`src/rtl/gbn_pkg.sv`:
```
`timescale 1ns / 1ps

package gbn_pkg;

  localparam int MAX_KEPT_DEF = 512;

  localparam int COORD_W  = 16;
  localparam int AREA_W   = 34;
  localparam int THR_W    = 16;
  localparam int LIMIT_W  = 10;
  localparam int RANK_W   = 9;
  localparam int CFG_IDX_W  = 1;
  localparam int CFG_DATA_W = 16;

  localparam logic [CFG_IDX_W-1:0] REG_IOU_THRESHOLD = 1'd0;
  localparam logic [CFG_IDX_W-1:0] REG_POST_LIMIT    = 1'd1;

  localparam logic [THR_W-1:0]   IOU_THRESHOLD_RST = 16'd45875;
  localparam logic [LIMIT_W-1:0] POST_LIMIT_RST    = 10'd300;

  typedef struct packed {
    logic [COORD_W-1:0] x_min;
    logic [COORD_W-1:0] y_min;
    logic [COORD_W-1:0] x_max;
    logic [COORD_W-1:0] y_max;
    logic               last_box;
  } in_word_t;

  typedef struct packed {
    logic              keep;
    logic [RANK_W-1:0] kept_rank;
    logic              set_done;
  } out_word_t;

  typedef struct packed {
    logic [COORD_W-1:0] x_min;
    logic [COORD_W-1:0] y_min;
    logic [COORD_W-1:0] x_max;
    logic [COORD_W-1:0] y_max;
  } box_t;

  // A box with its area, two's complement Q.8 square pixels.
  typedef struct packed {
    box_t              box;
    logic [AREA_W-1:0] area;
  } entry_t;

  typedef struct packed {
    logic shift_en;
    logic active;
  } cell_ctl_t;

endpackage

```
`src/rtl/gbn_cell.sv`:
```
`timescale 1ns / 1ps

module gbn_cell (
  input  logic                       clk,
  input  logic [gbn_pkg::THR_W-1:0]  thr,
  input  gbn_pkg::cell_ctl_t         ctl,
  input  gbn_pkg::entry_t            cand_in,
  output gbn_pkg::entry_t            cand_out,
  input  gbn_pkg::entry_t            entry_in,
  output gbn_pkg::entry_t            entry_out,
  input  logic                       sup_in,
  output logic                       sup_out
);

  gbn_pkg::entry_t     cand_r;
  gbn_pkg::entry_t     entry_r;

  logic signed [33:0]  inter_nxt, inter_r, inter2_r;
  logic signed [34:0]  asum_nxt, asum_r;
  logic signed [35:0]  uni;
  logic signed [52:0]  rhs_nxt, rhs_r;
  logic signed [52:0]  lhs;
  logic                uni_pos_r, uni_neg_r;
  logic                cmp;
  logic                sup_nxt, sup_r;

  logic                disjoint;
  logic [15:0]         ix_lo, ix_hi, iy_lo, iy_hi;
  logic signed [16:0]  iw, ih;

  // Stage 1: overlap extents and their product, plus the two areas summed.
  always_comb begin
    disjoint = (cand_r.box.x_min > entry_r.box.x_max) ||
               (cand_r.box.x_max < entry_r.box.x_min) ||
               (cand_r.box.y_min > entry_r.box.y_max) ||
               (cand_r.box.y_max < entry_r.box.y_min);
    ix_lo = (cand_r.box.x_min > entry_r.box.x_min) ? cand_r.box.x_min : entry_r.box.x_min;
    ix_hi = (cand_r.box.x_max < entry_r.box.x_max) ? cand_r.box.x_max : entry_r.box.x_max;
    iy_lo = (cand_r.box.y_min > entry_r.box.y_min) ? cand_r.box.y_min : entry_r.box.y_min;
    iy_hi = (cand_r.box.y_max < entry_r.box.y_max) ? cand_r.box.y_max : entry_r.box.y_max;
    iw = $signed({1'b0, ix_hi}) - $signed({1'b0, ix_lo});
    ih = $signed({1'b0, iy_hi}) - $signed({1'b0, iy_lo});
    inter_nxt = disjoint ? '0 : 34'(iw * ih);
    asum_nxt  = $signed({cand_r.area[gbn_pkg::AREA_W-1], cand_r.area}) +
                $signed({entry_r.area[gbn_pkg::AREA_W-1], entry_r.area});
  end

  // Stage 2: union and threshold times union.
  always_comb begin
    uni     = $signed({asum_r[34], asum_r}) - $signed({{2{inter_r[33]}}, inter_r});
    rhs_nxt = $signed({1'b0, thr}) * uni;
  end

  // Stage 3: cross-multiplied compare, sign of the union picks the direction.
  always_comb begin
    lhs = $signed({{3{inter2_r[33]}}, inter2_r, 16'b0});
    if (uni_pos_r) begin
      cmp = lhs > rhs_r;
    end else if (uni_neg_r) begin
      cmp = lhs < rhs_r;
    end else begin
      cmp = inter2_r > 34'sd0;
    end
    sup_nxt = sup_in | (ctl.active & cmp);
  end

  always_ff @(posedge clk) begin
    cand_r    <= cand_in;
    inter_r   <= inter_nxt;
    asum_r    <= asum_nxt;
    rhs_r     <= rhs_nxt;
    uni_pos_r <= !uni[35] && (uni != 36'sd0);
    uni_neg_r <= uni[35];
    inter2_r  <= inter_r;
    sup_r     <= sup_nxt;
    if (ctl.shift_en) begin
      entry_r <= entry_in;
    end
  end

  assign cand_out  = cand_r;
  assign entry_out = entry_r;
  assign sup_out   = sup_r;

endmodule
```
`config.mk`:
```
export PLATFORM = sky130hd
export DESIGN_NAME = gbn_cell
export DESIGN_NICKNAME = d
export VERILOG_FILES = /design/src/rtl/gbn_pkg.sv /design/src/rtl/gbn_cell.sv
export SDC_FILE = /design/constraint.sdc
export NUM_CORES = 2
export LEC_CHECK = 0
export BUFFER_PORTS_ARGS = -buffer_cell sky130_fd_sc_hd__buf_2
export CAP_MARGIN = 0
export CORE_AREA = 2 2 350 352
export DETAILED_ROUTE_END_ITERATION = 16
export DIE_AREA = 0 0 352 354
export GPL_ROUTABILITY_DRIVEN = 0
export PLACE_DENSITY = 0.68
export RECOVER_POWER = 25
export SYNTH_ARGS = -nofsm -noshare
export SYNTH_HDL_FRONTEND = slang
export SYNTH_SLANG_ARGS = --single-unit
```
`constraint.sdc`:
```
create_clock -name clk -period 19.7 [get_ports clk]
set_clock_uncertainty 0.1 [all_clocks]
set_input_delay 3.94 -clock clk [delete_from_list [all_inputs] [get_ports clk]]
set_output_delay 3.94 -clock clk [all_outputs]
set_load 0.02 [all_outputs]
```
; Yosys cells after proc, flatten, opt, wreduce, memory -nomap -nowiden
; Cells that the tools add are included.
[classes]
addsub = 4
n_mul = 2
div = 0
order_cmp = 11
n_eq_ne = 0
shifts = 0
n_mux = 6
bitwise = 2
reduce_logical = 6
[ops]
columns = cell, count
row1 = 16-bit > comparator, 4
row2 = 16-bit less-than comparator, 4
row3 = 16-bit two-way mux, 4
row4 = 50-bit by 53-bit > comparator with 1-bit output, 1
row5 = 50-bit by 53-bit less-than comparator with 1-bit output, 1
row6 = 17-bit by 36-bit multiplier with 53-bit output, 1
row7 = 36-bit nonzero test, 1
row8 = 35-bit by 34-bit subtractor with 36-bit output, 1
row9 = 34-bit by 34-bit adder with 35-bit output, 1
row10 = 34-bit by 1-bit > comparator with 1-bit output (second input constant), 1
row11 = 17-bit by 17-bit multiplier with 34-bit output, 1
row12 = 16-bit by 16-bit subtractor with 17-bit output, 2
row13 = 1-bit logical OR, 3
row14 = 1-bit two-way mux, 2
row15 = 1-bit bitwise AND, 1
row16 = 1-bit logical AND, 1
row17 = 1-bit logical NOT, 1
row18 = 1-bit bitwise OR, 1
[word_totals]
regBits = 355
latch_bits = 0
ramBits = 0
romBits = 0
in_bits = 216
wordCells = 48
mem_count = 0

; Logic depth before layout (Yosys ltp)
[depth]
word_depth = 5
depth_mapped = 51

; Worst setup path after synthesis
; OpenSTA, ideal clock, no wires.
[synth_path]
path_kind = flip-flop to flip-flop
startpoint = register entry_r, in the netlist entry_out[83]
endpoint = register inter_r[33]
setup_time_ns = 0.128
arrival_time_ns = 10.654
setup_slack_ns = 8.819
path_stages_with_launch = 47
period_less_slack_ns = 10.881
path_cell_list = edfxtp_1 -> inv_1 -> ha_1 -> nor2b_1 -> o21a_1 -> o21ai_0 -> nand2b_1 -> a21oi_1 -> o21ai_0 -> a221o_1 -> a21oi_1 -> nor2b_1 -> o21ai_1 -> mux2_2 -> ha_1 -> inv_1 -> fa_1 -> a21o_1 -> [11 not listed] -> fa_1 -> inv_1 -> fa_1 -> fa_1 -> fa_1 -> fa_1 -> inv_1 -> fa_1 -> inv_1 -> ha_1 -> a21o_1 -> a2111oi_0 -> a21oi_1 -> o21a_1 -> o21a_1 -> o22ai_1 -> xnor2_1 -> nor2_1
[synth_via]
elab_chain_len = 4
word_cells_on_any_way = 8
classes_between = add/sub: 1 / mul: 1 / order compare: 2 / mux: 1 / reduce/logical: 3
[synth_lines]
columns = element, line
row1 = from (decl), gbn_cell.sv:16  ; gbn_pkg::entry_t entry_r;
row2 = from (signal assigned), gbn_cell.sv:77  ; entry_r <= entry_in;
row3 = 16-bit > comparator or 16-bit less-than comparator (tied branches), "gbn_cell.sv:37, gbn_cell.sv:34"
row4 = 16-bit two-way mux or 1-bit logical OR (tied branches), "gbn_cell.sv:37, gbn_cell.sv:33"
row5 = 16-bit by 16-bit subtractor with 17-bit output or 1-bit logical OR (tied branches), "gbn_cell.sv:41, gbn_cell.sv:34"
row6 = 17-bit by 17-bit multiplier with 34-bit output or 1-bit logical OR (tied branches), "gbn_cell.sv:43, gbn_cell.sv:35"
row7 = to (signal assigned), gbn_cell.sv:69  ; inter_r <= inter_nxt;
row8 = to (decl), gbn_cell.sv:18  ; logic signed [33:0] inter_nxt, inter_r, inter2_r;
; Parallel ways exist; a longest one is shown, timed or not.
; A chain may end at the register's enable or synchronous reset.

; Worst setup path in the final report
[layout_path]
startpoint = register entry_r, in the netlist entry_out[51]
endpoint = register inter_r[33]
[layout_via]
elab_chain_len = 4
word_cells_on_any_way = 8
classes_between = add/sub: 1 / mul: 1 / order compare: 2 / mux: 1 / reduce/logical: 3
[layout_lines]
columns = element, line
row1 = 16-bit less-than comparator or 16-bit > comparator (tied branches), "gbn_cell.sv:38, gbn_cell.sv:33"
row2 = 16-bit two-way mux or 1-bit logical OR (tied branches), "gbn_cell.sv:38, gbn_cell.sv:33"
row3 = 16-bit by 16-bit subtractor with 17-bit output or 1-bit logical OR (tied branches), "gbn_cell.sv:41, gbn_cell.sv:34"
row4 = 17-bit by 17-bit multiplier with 34-bit output or 1-bit logical OR (tied branches), "gbn_cell.sv:43, gbn_cell.sv:35"
; Parallel ways exist; a longest one is shown, timed or not.

==> results.toml <==
[clock_tree]
clk_pin_slew_ps = 70
clock_sink_count = 355
cts-htree-levels = 2
cts_root_buf = "clkbuf_16"
cts_hold_buf = 0
insertion_delay_ps = 630
clk_path_buf_depth = 3
post_cts_buffers = 0
tritoncts = "yes"
cts_buffers = 46
ctsResizeCount = 0

[detailed_routing]
vias = 35900
firstDrtPassIters = 8
drc = 0
drt-initial-drc-count = 2040
totalWireLength_um = 130000
ant_nets = 0
wl_per_cell_um = 18.4
vias_per_cell = 5.05

[global_route]
grt_pass1_wl_um = 210000
track_usage = 0.213
antenna_found_initial = 11
grt_max_degree = 55
grt_pass1_vias = 38900
grt-ovfl-total = 0

[worst_setup_path]
worstRegToRegCells = 45
crit_top_cell = "fa_1"
worst_r2r_endpoint = "inter_r[33]"
ff2ff_setup_slack_ps = 7770
cp-start-kind = "register"
cp_slowest_cell = "fa_1"
slowest_delay_ps = 860
end_kind = "register"
critical_path.max_fanout = 16
r2r_start = "entry_out[51]"
startpoint = "entry_out[51]"
setup.worst_path.class = "register to register"
required_ps = 20100
cp.arrival_ps = 12340

[sta]
timing.fmax_mhz = 83.8
setup_viol = 0
report.final.slew_viol_count = 0
fin_tns_setup_ps = 0
rsz0062_at_grt = "no"
period_minus_slack_ps = 11930
setup_ws_ps = 7770
final-hold-violation-count = 0
slew_headroom = 0.124
worstMarginPinSlew_ps = 1310
finalCritPeriodShare = 0.606

[floorplanning]
die-area_sq_um = 125000
die_h_um = 354
io_pins = 413
start_util = 0.397
die_w_um = 352
rows = 128
coreArea_sq_um = 121000

[worst_hold_path]
hold_start = "inter_r[1]"
whs_endpoint = "inter2_r[1]"
hp-class = "register to register"
min_path_cells = 0

[synthesis]
synthFlopType = "dfxtp_1"
syn_nets = 6593
syn_inst = 5059
synth_edf_count = 98
async_reset_ff_frac = 0
yosys.area.top_type = "fa_1"
synth.most_common_cell = "inv_1"
synth.area.top_cells = "fa_1 35%, ha_1 12%, dfxtp_1 11%"
ys_ff_latch = 355
synth_common_cells = "1063 x inv_1, 846 x fa_1, 595 x nand2_1, 472 x ha_1, 257 x dfxtp_1"
ys_seq_area_frac = 0.169
synthesis.area_sq_um = 48000
syn_area_per_cell_sq_um = 9.48
yosysUniqueCellTypes = 78
yosys_warnings = 0
yosysTopAreaCellShare = 0.353

[final_layout]
drive_above_1_share = 0.115
layout.nets = 6965
regArea_sq_um = 8090
utilization = 0.444
nFillCells = 11500
multiInputGateArea_sq_um = 35600
syn2layout_area_growth_pct = 12.0

[placed_design]
portBuffers = 412
dp_hpwl_um = 108000
place_ws_ps = 7880

[flow_run]
cap_violations = 0

[status]
status = "complete, no violations"
-- stage by stage --
step	instance area, sq um	std cells	hold slack [ps]
CTS	53700	7092	257
floorplan	48000	5059	231
finish	53700	7095	256
global placement	52200	7008	239
global route	53700	7094	269
detailed placement	52200	7008	248
-- cell type report --
class                   instances  area share
clock inverters                29     0.00627
multi-input cells            3497       0.663
inverters                    1068      0.0746
clock buffers                  55      0.0224
repair buffers                463      0.0455
well taps                    1625      0.0379
flip-flops and latches        355       0.151
diodes                          3    0.000140
-- critical path: cells and delay by family, from the launching register on --
| kind | cells | cell delay, ps |
|---|---|---|
| xor gates and xnor gates | 1 | 150 |
| DFF | 1 | 370 |
| AOI/OAI and AO/OA | 21 | 4920 |
| muxes | 1 | 200 |
| and+or+nand+nor | 6 | 630 |
| buffers and inverters | 6 | 690 |
| adders and majority gates | 10 | 4710 |
-- worst max path at each step --
stage,slack (ps),depth (start not counted),end
global placement,8110,46,inter_r[31]
floorplan,8820,46,inter_r[33]
global route,6800,48,inter_r[27]
detailed placement,7880,45,inter_r[33]
CTS,7850,45,inter_r[33]
finish,7770,45,inter_r[33]
-- cells in the final DEF (no fill, tap or decap), types with 19 or more instances in the layout --
| cell | count |
|---|---|
| nand4_1 | 34 |
| ha_1 | 472 |
| nor4_1 | 19 |
| edfxtp_1 | 98 |
| mux2i_1 | 34 |
| a211oi_1 | 21 |
| nand2_1 | 595 |
| nand3_1 | 39 |
| mux2_2 | 26 |
| a21o_1 | 112 |
| dfxtp_1 | 257 |
| fa_1 | 846 |
| o21ai_0 | 88 |
| nor3_1 | 29 |
| buf_4 | 51 |
| xnor2_1 | 113 |
| a21oi_1 | 178 |
| inv_1 | 1063 |
| nor2b_1 | 54 |
| buf_2 | 410 |
| clkbuf_16 | 46 |
| o21a_1 | 37 |
| and3_1 | 19 |
| xnor2_2 | 19 |
| nand2b_1 | 38 |
| nor2_1 | 227 |
| and2_1 | 244 |
| xor2_1 | 38 |
| o21bai_1 | 27 |
-- sequential cells by signal, indices dropped and copies added (netlist names) --
signal / flops
rhs_r: 53
asum_r: 35
entry_out: 98
sup_out: 1
inter_r: 34
uni_pos_r: 1
cand_out: 98
inter2_r: 34
uni_neg_r: 1
-- per-layer routing --
layer  GRT usage  wire length (um)
met2       0.362             61600
met5           0                52
met1       0.268             53700
met4      0.0825              5280
met3      0.0424              9630
-- cell families after synthesis --
kind of cell	share of synthesized area
mux	0.0146
flops	0.169
buf+inv	0.0948
fa+ha+maj	0.476
compound gates	0.0815
simple gates	0.130
xor+xnor	0.0344
Power is not shown: default switching activity piles up to over one toggle a cycle in this logic, so the estimate is an artifact.
